--- src/hw/rtl/odrgb_pkg.sv ---
// ----------------------------------------------------------------------------
// odrgb_pkg
// Shared widths, register indexes and the 4x4 offset table for the
// RGB555 ordered dither block.
// ----------------------------------------------------------------------------
package odrgb_pkg;

    localparam int MAX_DIM   = 4096;
    localparam int DIM_W     = 13;                 // width of a dimension register
    localparam int CNT_W     = $clog2(MAX_DIM);    // column / row counter width
    localparam int CHAN_W    = 8;
    localparam int OFF_W     = 4;                  // signed offset -4..+3
    localparam int CFG_IDX_W = 1;

    localparam logic [CFG_IDX_W-1:0] REG_IMAGE_WIDTH  = 1'd0;
    localparam logic [CFG_IDX_W-1:0] REG_IMAGE_HEIGHT = 1'd1;

    localparam logic [CHAN_W-1:0] QUANT_MASK = 8'b1111_1000;
    localparam logic [CHAN_W-1:0] CHAN_MAX   = 8'd255;

    // low bits of the current pixel position, used to index the table
    typedef struct packed {
        logic [1:0] col;
        logic [1:0] row;
    } t_pos;

    // table index = {row[1:0], col[1:0]}
    function automatic logic signed [OFF_W-1:0] grid_offset(input t_pos pos);
        logic signed [OFF_W-1:0] off;
        case ({pos.row, pos.col})
            4'd0:    off = -4'sd4;
            4'd1:    off =  4'sd0;
            4'd2:    off = -4'sd3;
            4'd3:    off =  4'sd1;
            4'd4:    off =  4'sd2;
            4'd5:    off = -4'sd2;
            4'd6:    off =  4'sd3;
            4'd7:    off = -4'sd1;
            4'd8:    off = -4'sd3;
            4'd9:    off =  4'sd1;
            4'd10:   off = -4'sd4;
            4'd11:   off =  4'sd0;
            4'd12:   off =  4'sd3;
            4'd13:   off = -4'sd1;
            4'd14:   off =  4'sd2;
            4'd15:   off = -4'sd2;
            default: off =  4'sd0;
        endcase
        return off;
    endfunction

endpackage

--- src/hw/rtl/ordered_dither_rgb555_top.sv ---
// ----------------------------------------------------------------------------
// ordered_dither_rgb555_top
// 4x4 ordered dither of a raster RGB888 pixel stream down to RGB555
// (each channel returned as 8 bits with the low three bits cleared).
// ----------------------------------------------------------------------------
//  channel  | handshake                 | payload
//  ---------+---------------------------+-------------------------------------
//  in       | i_in_valid / o_in_ready   | i_red_in, i_green_in, i_blue_in,
//           |                           | i_frame_start
//  out      | o_out_valid / i_out_ready | o_red_out, o_green_out, o_blue_out
//  cfg      | i_cfg_we (no wait)        | i_cfg_idx, i_cfg_data
//
//  One pixel per clock unless the sink stalls: an accepted item shows at the output in the next cycle.
//  The position counters and offset lookup plus the three saturating adders
//  sit in front of a single result register, which is the only stage.
//  o_in_ready drops only while a result is held and the sink stalls.
//  Synchronous active-low reset: width 640, height 480, counters at zero,
//  output empty.
// ----------------------------------------------------------------------------
module ordered_dither_rgb555_top (
    input  logic                            i_clk,
    input  logic                            i_rst_n,
    // configuration
    input  logic                            i_cfg_we,
    input  logic [odrgb_pkg::CFG_IDX_W-1:0] i_cfg_idx,
    input  logic [odrgb_pkg::DIM_W-1:0]     i_cfg_data,
    // pixel in
    input  logic                            i_in_valid,
    output logic                            o_in_ready,
    input  logic [odrgb_pkg::CHAN_W-1:0]    i_red_in,
    input  logic [odrgb_pkg::CHAN_W-1:0]    i_green_in,
    input  logic [odrgb_pkg::CHAN_W-1:0]    i_blue_in,
    input  logic                            i_frame_start,
    // pixel out
    output logic                            o_out_valid,
    input  logic                            i_out_ready,
    output logic [odrgb_pkg::CHAN_W-1:0]    o_red_out,
    output logic [odrgb_pkg::CHAN_W-1:0]    o_green_out,
    output logic [odrgb_pkg::CHAN_W-1:0]    o_blue_out
);
    import odrgb_pkg::*;

    logic                     in_acc;
    t_pos                     pos;
    logic signed [OFF_W-1:0]  off;
    logic [CHAN_W-1:0]        red_d, green_d, blue_d;

    logic                     r_valid;
    logic [CHAN_W-1:0]        r_red, r_green, r_blue;

    // result register frees up in the same cycle it is taken
    assign o_in_ready = !r_valid || i_out_ready;
    assign in_acc     = i_in_valid && o_in_ready;

    odrgb_pos u_pos (
        .i_clk         (i_clk),
        .i_rst_n       (i_rst_n),
        .i_cfg_we      (i_cfg_we),
        .i_cfg_idx     (i_cfg_idx),
        .i_cfg_data    (i_cfg_data),
        .i_adv         (in_acc),
        .i_frame_start (i_frame_start),
        .o_pos         (pos)
    );

    // same offset for all three channels
    assign off = grid_offset(pos);

    odrgb_chan u_red   (.i_chan(i_red_in),   .i_off(off), .o_chan(red_d));
    odrgb_chan u_green (.i_chan(i_green_in), .i_off(off), .o_chan(green_d));
    odrgb_chan u_blue  (.i_chan(i_blue_in),  .i_off(off), .o_chan(blue_d));

    always_ff @(posedge i_clk) begin
        if (!i_rst_n) begin
            r_valid <= 1'b0;
        end else if (o_in_ready) begin
            r_valid <= i_in_valid;
        end
    end

    // payload, no reset
    always_ff @(posedge i_clk) begin
        if (in_acc) begin
            r_red   <= red_d;
            r_green <= green_d;
            r_blue  <= blue_d;
        end
    end

    assign o_out_valid = r_valid;
    assign o_red_out   = r_red;
    assign o_green_out = r_green;
    assign o_blue_out  = r_blue;

`ifndef SYNTHESIS
    // accepted item always lands in the result register
    a_acc_lands: assert property (@(posedge i_clk) disable iff (!i_rst_n)
        in_acc |=> o_out_valid)
        else $error("accepted item did not reach output");

    // held result with stalled sink blocks the input
    a_stall_blocks: assert property (@(posedge i_clk) disable iff (!i_rst_n)
        (o_out_valid && !i_out_ready) |-> !o_in_ready)
        else $error("input accepted while output stalled");

    // quantization leaves low bits clear on every channel
    a_quant: assert property (@(posedge i_clk) disable iff (!i_rst_n)
        o_out_valid |-> ((o_red_out[2:0] | o_green_out[2:0] | o_blue_out[2:0]) == 3'b000))
        else $error("low channel bits not cleared");
`endif

endmodule

--- src/hw/rtl/odrgb_pos.sv ---
// ----------------------------------------------------------------------------
// odrgb_pos
// Image dimension registers and raster column / row counters.
// ----------------------------------------------------------------------------
module odrgb_pos (
    input  logic                            i_clk,
    input  logic                            i_rst_n,
    input  logic                            i_cfg_we,
    input  logic [odrgb_pkg::CFG_IDX_W-1:0] i_cfg_idx,
    input  logic [odrgb_pkg::DIM_W-1:0]     i_cfg_data,
    input  logic                            i_adv,
    input  logic                            i_frame_start,
    output odrgb_pkg::t_pos                 o_pos
);
    import odrgb_pkg::*;

    logic [DIM_W-1:0] r_width, r_height;
    logic [CNT_W-1:0] r_col, r_row;
    logic [CNT_W-1:0] n_col, n_row;
    logic [CNT_W-1:0] cur_col, cur_row;
    logic [DIM_W-1:0] w_eff, h_eff;
    logic [DIM_W-1:0] col_inc, row_inc;

    // zero acts as one, anything above MAX_DIM acts as MAX_DIM
    always_comb begin
        if (r_width == '0) begin
            w_eff = DIM_W'(1);
        end else if (r_width > DIM_W'(MAX_DIM)) begin
            w_eff = DIM_W'(MAX_DIM);
        end else begin
            w_eff = r_width;
        end
        if (r_height == '0) begin
            h_eff = DIM_W'(1);
        end else if (r_height > DIM_W'(MAX_DIM)) begin
            h_eff = DIM_W'(MAX_DIM);
        end else begin
            h_eff = r_height;
        end
    end

    // frame start treats this pixel as column 0 of row 0
    assign cur_col = i_frame_start ? '0 : r_col;
    assign cur_row = i_frame_start ? '0 : r_row;
    assign col_inc = {1'b0, cur_col} + DIM_W'(1);
    assign row_inc = {1'b0, cur_row} + DIM_W'(1);

    always_comb begin
        n_col = col_inc[CNT_W-1:0];
        n_row = cur_row;
        if (col_inc >= w_eff) begin
            n_col = '0;
            n_row = (row_inc >= h_eff) ? '0 : row_inc[CNT_W-1:0];
        end
    end

    always_ff @(posedge i_clk) begin
        if (!i_rst_n) begin
            r_width  <= DIM_W'(640);
            r_height <= DIM_W'(480);
            r_col    <= '0;
            r_row    <= '0;
        end else begin
            if (i_cfg_we && i_cfg_idx == REG_IMAGE_WIDTH) begin
                r_width <= i_cfg_data;
            end
            if (i_cfg_we && i_cfg_idx == REG_IMAGE_HEIGHT) begin
                r_height <= i_cfg_data;
            end
            if (i_adv) begin
                r_col <= n_col;
                r_row <= n_row;
            end
        end
    end

    assign o_pos.col = cur_col[1:0];
    assign o_pos.row = cur_row[1:0];

endmodule

--- src/hw/rtl/odrgb_chan.sv ---
// ----------------------------------------------------------------------------
// odrgb_chan
// One color channel: add signed offset, saturate to 0..255, keep top 5 bits.
// ----------------------------------------------------------------------------
module odrgb_chan (
    input  logic [odrgb_pkg::CHAN_W-1:0]        i_chan,
    input  logic signed [odrgb_pkg::OFF_W-1:0]  i_off,
    output logic [odrgb_pkg::CHAN_W-1:0]        o_chan
);
    import odrgb_pkg::*;

    logic signed [CHAN_W+1:0] sum;
    logic [CHAN_W-1:0]        sat;

    assign sum = $signed({2'b00, i_chan}) + (CHAN_W+2)'(i_off);

    always_comb begin
        if (sum < 0) begin
            sat = '0;
        end else if (sum > $signed({2'b00, CHAN_MAX})) begin
            sat = CHAN_MAX;
        end else begin
            sat = sum[CHAN_W-1:0];
        end
    end

    assign o_chan = sat & QUANT_MASK;

endmodule
--- config.mk ---
export PLATFORM = sky130hd
export DESIGN_NAME = ordered_dither_rgb555_top
export DESIGN_NICKNAME = d
export VERILOG_FILES = /design/src/hw/rtl/odrgb_pkg.sv /design/src/hw/rtl/ordered_dither_rgb555_top.sv /design/src/hw/rtl/odrgb_pos.sv /design/src/hw/rtl/odrgb_chan.sv
export SDC_FILE = /design/constraint.sdc
export NUM_CORES = 1
export LEC_CHECK = 0
export ABC_AREA = 0
export CAP_MARGIN = 20
export CORE_ASPECT_RATIO = 1.25
export CORE_MARGIN = 2
export CORE_UTILIZATION = 55
export DETAILED_ROUTE_END_ITERATION = 8
export DONT_BUFFER_PORTS = 1
export GPL_ROUTABILITY_DRIVEN = 0
export GPL_TIMING_DRIVEN = 1
export HOLD_SLACK_MARGIN = 0.12
export PLACE_DENSITY_LB_ADDON = 0.15
export SLEW_MARGIN = 20
export SYNTH_ARGS = -nofsm -noshare
export SYNTH_HDL_FRONTEND = slang
export SYNTH_SLANG_ARGS = --single-unit
--- constraint.sdc ---
create_clock -name i_clk -period 6.6 [get_ports i_clk]
set_clock_uncertainty 0.15 [all_clocks]
set_input_delay 0.33 -clock i_clk [delete_from_list [all_inputs] [get_ports i_clk]]
set_output_delay 0.33 -clock i_clk [all_outputs]
set_load 0.1 [all_outputs]
# After elaboration in Yosys (flattened, before gate mapping)
# Memories as Yosys holds them, arrays and structs flattened.
# Index checks and enable logic that the tools add are counted.
# classes
bitwise_logic	1
reduce_logical	7
n_mux	12
n_lt_le_gt_ge	10
add_sub_neg	5
# ops
op	count
12-bit 2-to-1 mux	5
13-bit 2-to-1 mux	4
9-bit by 4-bit adder with 10-bit output	3
10-bit by 9-bit > comparator with 1-bit output (second input constant)	3
10-bit by 1-bit < comparator with 1-bit output (second input constant)	3
12-bit by 1-bit adder with 13-bit output (second input constant)	2
13-bit greater-or-equal comparator	2
13-bit > comparator (second input constant)	2
13-bit logical NOT	2
8-bit 2-to-1 mux	3
1-bit logical AND	3
1-bit logical NOT	1
1-bit logical OR	1
1-bit NOT	1
# totals
romBits	64
register_bits	66
output_inout_bits	26
wordCells	44
mem_count	1
# mem_list
name	words	word_bits	rd	rd_clocked_by_memory_dff	wr	line	text
(name not given)	16	4	1	0	0	odrgb_pkg.sv:30	case ({pos.row, pos.col})

# Longest topological paths before layout
# Gate-level depths: netlist (run 1).
# logic_depth
ltp_word	6
depth_mapped	17

# Cells and area by module
# Synthesis (run 1) repeated with hierarchy kept, for this count alone.
# unflattened
cells_unflattened	682
area_unflattened_um2	5910.7
# modules_own_cells
module	area_per_inst_um2	instances	seq_area_each_um2	cells_per_inst
odrgb_pos	3024.2	1	1001.0	384
odrgb_chan	696.9	3	0.0	89
ordered_dither_rgb555_top	795.8	1	740.7	31

# Worst setup path before layout (run 1)
# No wires, ideal clock.
# synth_path
path_kind	input-to-reg
startpoint	input port i_frame_start
endpoint	register u_pos.r_col[10]
n_path_buf	4
arrival_ns	3.439
path_slack_ns	2.941
path_stages	17
cell_sequence	clkbuf_1 clkbuf_1 buf_1 nor2b_1 ha_1 nand4_1 nor2_1 xnor2_1 nor2_1 ha_1 a21o_1 a211oi_1 o211ai_1 a31oi_1 clkbuf_1 nand3_1 a21oi_1
# synth_between
elab_chain_len	4
# synth_rtl
item	line	text
start: declaration	ordered_dither_rgb555_top.sv:33	input logic i_frame_start,
12-bit 2-to-1 mux *	odrgb_pos.sv:43	assign cur_col = i_frame_start ? '0 : r_col;
12-bit by 1-bit adder with 13-bit output *	odrgb_pos.sv:45	assign col_inc = {1'b0, cur_col} + DIM_W'(1);
13-bit greater-or-equal comparator	odrgb_pos.sv:51	if (col_inc >= w_eff) begin
12-bit 2-to-1 mux *	odrgb_pos.sv:51	
end signal: assignment	odrgb_pos.sv:71	r_col <= n_col;
end: declaration	odrgb_pos.sv:18	logic [CNT_W-1:0] r_col, r_row;
# Every way passes the cells marked *; elsewhere a longest branch is shown, timed or not.
# A chain may end at the register's enable or synchronous reset.

# Worst setup path after layout (run 1)
# layout_path
startpoint	register u_pos.r_row[0]
endpoint	register r_green[7] (netlist: o_green_out[7]) (data pin)
# layout_between
elab_chain_len	5
# layout_rtl
item	line	text
start: declaration	odrgb_pos.sv:18	
start signal: assignment	odrgb_pos.sv:72	r_row <= n_row;
12-bit 2-to-1 mux *	odrgb_pos.sv:44	assign cur_row = i_frame_start ? '0 : r_row;
memory read 16 x 4 bit *	-	
9-bit by 4-bit adder with 10-bit output *	odrgb_chan.sv:15	assign sum = $signed({2'b00, i_chan}) + (CHAN_W+2)'(i_off);
10-bit by 9-bit > comparator with 1-bit output	odrgb_chan.sv:20	end else if (sum > $signed({2'b00, CHAN_MAX})) begin
8-bit 2-to-1 mux	odrgb_chan.sv:20	
end signal: assignment	ordered_dither_rgb555_top.sv:85	r_green <= green_d;
end: declaration	ordered_dither_rgb555_top.sv:49	logic [CHAN_W-1:0] r_red, r_green, r_blue;
# Marked as above.

==> impl_metrics.csv, run 1 <==
group,metric,value,unit
floorplanning,fp.coreArea,9030,µm²
layout,fin_cells,774,
clock_tree,max-clock-path-buffers,2,
timing,finalSetupViolations,0,
floorplanning,rows,39,
yosys,synthCells,637,
timing,slew_violations,0,
placement,place_area,5070,µm²
routing,via_per_inst,5.85,
critical_path,crit_fanout,23,
yosys,netlist_top_cells_count,"nand2_1 (121), a21oi_1 (75), ha_1 (53)",
clock_tree,insertion_delay,340,ps
layout,multi_input_area,3320,µm²
power_and_ir_drop,powerDensity,231,nW/µm²
timing,final.period_utilization,64.8,%
routing,num_vias,4531,
layout,design_area,5540,µm²
timing,hold_viol_final,0,
global_route,track_usage,24.9,%
floorplanning,die_area,9910,µm²
routing,drtIter0Drc,254,
floorplanning,pin_count,70,
timing,fin_setup_tns,0,ps
yosys,yosysWarningCount,0,
job,cap_violations,0,
critical_path,critPathLaunch,"u_pos.r_row[0]",
clock_tree,cts_made_buffers,9,
placement,dp.cells,741,
placement,post-dp-hpwl,8600,µm
hold_path,hold_path_class,"in2reg",
global_route,antenna_found_initial,0,
timing,fmax,234,MHz
layout,num-nets-final,743,
critical_path,crit_type,"reg2reg",
global_route,grt_pass1_vias,4421,
yosys,synth_top_cell_area_share,20.3,%
critical_path,timing.rr.start,"u_pos.r_row[0]",
floorplanning,die_width,89.4,µm
critical_path,startpoint_type,"flip-flop",
critical_path,cp.arrival,4210,ps
power_and_ir_drop,vdd_drop_max,0.167,mV
yosys,yosys_register_bits,66,
critical_path,critPathCaptureType,"flip-flop",
routing,postRouteAntennaNets,0,
clock_tree,tritoncts,"done",
layout,diodes,0,
critical_path,r2r_end,"o_green_out[7]",
critical_path,required,6530,ps
clock_tree,root_buffer,"clkbuf_16",
layout,fill_cells,817,
global_route,grt_max_degree,36,
yosys,seq_area_frac_synth,29.3,%
yosys,syn_area,5020,µm²
critical_path,r2r_cells,10,
clock_tree,cts.sinks,66,
outcome,run_status,"completed",
routing,wirelength,11700,µm
floorplanning,dieHeight,111,µm
floorplanning,initial_core_util,55.6,%
clock_tree,htree_levels,3,
routing,first_pass_iters,5,
layout,drive_gt1_share,5.22,%
critical_path,regToRegSetupSlack,2330,ps
timing,rsz0062_at_grt,"no",
global_route,grt_pass1_wl,19900,µm
timing,period_minus_slack,4270,ps
yosys,async_flop_share,0,%
yosys,synth_cell_type_count,65,
yosys,synth-edff-count,15,
placement,io_buffers,0,
global_route,grt-ovfl-total,0,
yosys,synth_area_leader_cell,"dfxtp_1",
timing,tightestPinTransition,1060,ps
routing,drc,0,
yosys,syn_avg_cell_area,7.88,µm²
routing,wl_per_cell,15.1,µm
critical_path,endpoint,"o_green_out[7]",
power_and_ir_drop,power_leakage,2.14,nW
clock_tree,clkTransAtPathRegs,60,ps
yosys,synth_flop_cell,"dfxtp_1",
clock_tree,cts_setup_buffers,0,
yosys,yosys-top-cells-area,"dfxtp_1 (20%), ha_1 (13%), nand2_1 (9.1%)",
yosys,synth.most_common_cell,"nand2_1",
layout,area_growth,10.4,%
layout,seq_area,1470,µm²
timing,slew_headroom,29.2,%
[critical path, stage by stage (launching register included)]
cell and delay (ps):
dfxtp_1 650, xor2_1 170, and2_1 430, inv_1 510, ha_1 490, a31oi_1 280
a311oi_1 160, o31ai_1 320, nor2b_1 300, nor3_1 90, or3b_2 470
[metal layers]
metal / track usage [%] / wire (µm) / vias to the layer above
met1: 29.9 / 4920 / 2076
met4: 10.5 / 258 / 0
met3: 5.06 / 664 / 22
met2: 42.0 / 5840 / 134
li1: - / - / 2299
met5: 0 / 0 / -
[how the worst min path moves through the flow]
stage | startpoint | endpoint | slack (ps) | cells past startpoint
2_1_floorplan | i_rst_n | u_pos.r_height[5] | 250 | 1
3_3_place_gp | i_rst_n | u_pos.r_height[8] | 260 | 1
3_5_place_dp | i_rst_n | u_pos.r_height[6] | 260 | 1
4_1_cts | i_frame_start | u_pos.r_row[4] | 120 | 2
5_1_grt | i_frame_start | u_pos.r_row[4] | 130 | 2
6_report | i_frame_start | u_pos.r_row[3] | 130 | 2
[power breakdown]
part,internal [mW],switching [mW],total [mW]
clock,0.305,0.173,0.478
combinational,0.0917,0.153,0.245
sequential,0.445,0.114,0.559
[flip-flops by register name (all words and copies together), names as in the netlist]
register / flops
u_pos.r_height: 13
o_green_out: 5
u_pos.r_col: 12
o_out_valid: 1
u_pos.r_width: 13
o_blue_out: 5
u_pos.r_row: 12
o_red_out: 5
[metrics by stage]
step	worst slack [ps]	utilization, %	total power [mW]	hold slack, ps
after floorplan	2940	-	0.764	252
after global placement	2500	56.1	0.791	256
after detailed placement	2320	56.1	0.798	257
after CTS	2340	61.4	1.29	121
after global routing	1900	61.4	1.34	131
final	2330	61.4	1.28	134
[placed cells by master (no fill, tap or decap), drive strengths merged, types with 4 or more instances in the layout]
master / instances
clkbuf: 15
nand2b: 8
a31oi: 9
nor3: 9
or3: 5
a22o: 6
a211oi: 10
xor2: 13
ha: 53
buf: 4
nand3: 34
o21ai: 13
dlygate4sd3: 17
edfxtp: 15
nand2: 121
o211ai: 4
nor4: 8
nand4b: 4
nor2b: 7
xnor2: 23
conb: 9
dfxtp: 51
a21oi: 76
nor3b: 5
nor2: 34
nand4: 13
a21o: 8
inv: 23
[kinds of logic (layout without fill, tap and decap cells)]
logic type	count (synthesis)	count (layout)	share of synthesized area [%]
flip-flops	66	66	29.3
buffers and inverters	56	62	5.19
multiplexers	2	2	0.424
AO/OA/AOI/OAI	155	155	19.6
AND/OR/NAND/NOR	268	268	25.9
other	1	9	0.0747
XOR/XNOR	36	36	6.28
adder cells (fa/ha/maj)	53	53	13.2
[layout make-up]
type                            count  area share (%)
Clock buffer                       15            5.38
Clock inverter                      1          0.0904
Inverter                           25            1.69
Multi-Input combinational cell    523            59.9
Sequential cell                    66            26.6
Tap cell                          123            2.78
Timing Repair Buffer               21            3.61
[repair_timing]
| item | 4_1_cts | 5_1_grt |
|---|---|---|
| setup endpoints to repair | 0 | 0 |
| hold endpoints to repair | 33 | 0 |
| hold buffers | 17 | 0 |
| resized for setup | 0 | 0 |
Power figures use the tool's default switching activity.
==> run 2: changes to the inputs <==
==> constraint.sdc (replaced) <==
create_clock -name i_clk -period 4.2 [get_ports i_clk]
set_clock_uncertainty 0.15 [all_clocks]
set_input_delay 0.21 -clock i_clk [delete_from_list [all_inputs] [get_ports i_clk]]
set_output_delay 0.21 -clock i_clk [all_outputs]
set_load 0.1 [all_outputs]
==> run 2 against run 1 <==
Compared with the run above: non-clock buffer count is 16 higher; register-to-register slack worse by 1900 ps; clock power is 52% higher; worst setup slack worse by 2100 ps; sequential cell count stayed put; combinational power is 65% higher.
==> impl_metrics.csv, run 2 (synthesis gave the netlist of run 1 again) <==
group,metric,value,unit
routing,postRouteAntennaNets,0,
floorplanning,pin_count,70,
layout,area_growth,13.0,%
power_and_ir_drop,powerDensity,354,nW/µm²
clock_tree,cts_setup_buffers,0,
timing,slew_headroom,40.6,%
placement,dp.cells,749,
routing,drc,0,
routing,via_per_inst,5.92,
clock_tree,tritoncts,"done",
layout,drive_gt1_share,6.30,%
routing,first_pass_iters,5,
clock_tree,max-clock-path-buffers,2,
layout,final_common_cell,"nand2_1",
routing,wirelength,12300,µm
layout,num-nets-final,759,
placement,post-dp-hpwl,8940,µm
timing,fmax,255,MHz
global_route,grt_pass1_vias,4464,
global_route,antenna_found_initial,0,
power_and_ir_drop,power,2.01,mW
timing,tightestPinTransition,893,ps
clock_tree,cts_made_buffers,9,
timing,holdWs,142,ps
layout,top_regs,"u_pos.r_height x13, u_pos.r_width x13",
power_and_ir_drop,power_leakage,2.19,nW
routing,wl_per_cell,15.6,µm
layout,fin_cells,790,
timing,finalSetupViolations,0,
job,cap_violations,0,
timing,fin_setup_tns,0,ps
critical_path,cp.arrival,4060,ps
placement,place_area,5130,µm²
global_route,grt-ovfl-total,0,
timing,rsz0062_at_grt,"no",
layout,design_area,5670,µm²
clock_tree,clkTransAtPathRegs,60,ps
critical_path,startpoint_type,"input pin",
critical_path,required,4330,ps
critical_path,critPathCaptureType,"flip-flop",
layout,layout_common_cells,"nand2_1 (121), a21oi_1 (75), ha_1 (53)",
global_route,grt_max_degree,36,
floorplanning,fp.coreArea,9030,µm²
clock_tree,insertion_delay,340,ps
outcome,run_status,"completed",
hold_path,hold_path_class,"in2reg",
global_route,track_usage,25.2,%
floorplanning,die_area,9910,µm²
routing,num_vias,4674,
clock_tree,cts.sinks,66,
layout,diodes,0,
clock_tree,root_buffer,"clkbuf_16",
floorplanning,initial_core_util,55.6,%
floorplanning,dieHeight,111,µm
placement,io_buffers,0,
timing,final.period_utilization,93.5,%
routing,drtIter0Drc,201,
timing,setup_ws,273,ps
layout,fin_util,62.8,%
timing,period_minus_slack,3930,ps
power_and_ir_drop,vdd_drop_max,0.230,mV
critical_path,crit_type,"in2reg",
floorplanning,rows,39,
global_route,grt_pass1_wl,20000,µm
timing,hold_viol_final,0,
floorplanning,die_width,89.4,µm
timing,slew_violations,0,
placement,dp_slack,454,ps
critical_path,crit_fanout,21,
clock_tree,htree_levels,3,
-- run 2: changes by cell type in the layout (fill, tap and decap cells not counted), sizes merged --
cell / previous run / this run
buf: 4 / 12
clkbuf: 15 / 14
clkinv: 3 / 4
dlygate4sd3: 17 / 25
-- run 2: worst max-delay path, cell delays in order --
cell           delay, ps
dlygate4sd3_1        800
nor2b_1              310
ha_1                 250
nand4_1              180
nor3_1               270
nor4b_1              370
ha_1                 340
a211oi_1             270
a22oi_1              150
o21a_1               200
a211oi_1             220
buf_4                240
a21o_1               110
a22o_1               130
-- run 2: layout make-up --
class,instances,area [µm²]
repair buffers,37,340
inverters,25,93.8
flip-flops and latches,66,1470
clock buffers,14,274
multi-input cells,523,3330
clock inverters,2,10.0
well taps,123,154
fillers,784,3350
-- run 2: path summary, 6_finish.rpt --
check	cells past startpoint	to	slack, ps	from
max	14	u_pos.r_row[10]	270	i_frame_start
min	5	u_pos.r_col[10]	140	i_frame_start
max reg2reg	12	u_pos.r_row[10]	390	u_pos.r_row[1]
min reg2reg	2	u_pos.r_height[0]	320	u_pos.r_height[0]
-- run 2: what timing repair did --
item                                   4_1_cts  5_1_grt
hold buffers                                25        0
endpoints found under the hold margin       47        0
gates resized for setup                      0        2
setup endpoints to repair                    0        8
-- run 2: power breakdown --
group,switching (mW),total [mW],internal (mW)
combinational,0.252,0.405,0.153
sequential,0.174,0.873,0.699
clock,0.281,0.728,0.446
-- run 2: per-layer routing --
metal	wire [µm]	global-route usage, %	vias up	part of all wire (%)
met2	6410	45.4	137	52
met5	0	0	-	0
met4	253	8.96	0	2.1
met1	4990	28.1	2172	40
met3	691	5.36	21	5.6
li1	-	-	2344	-
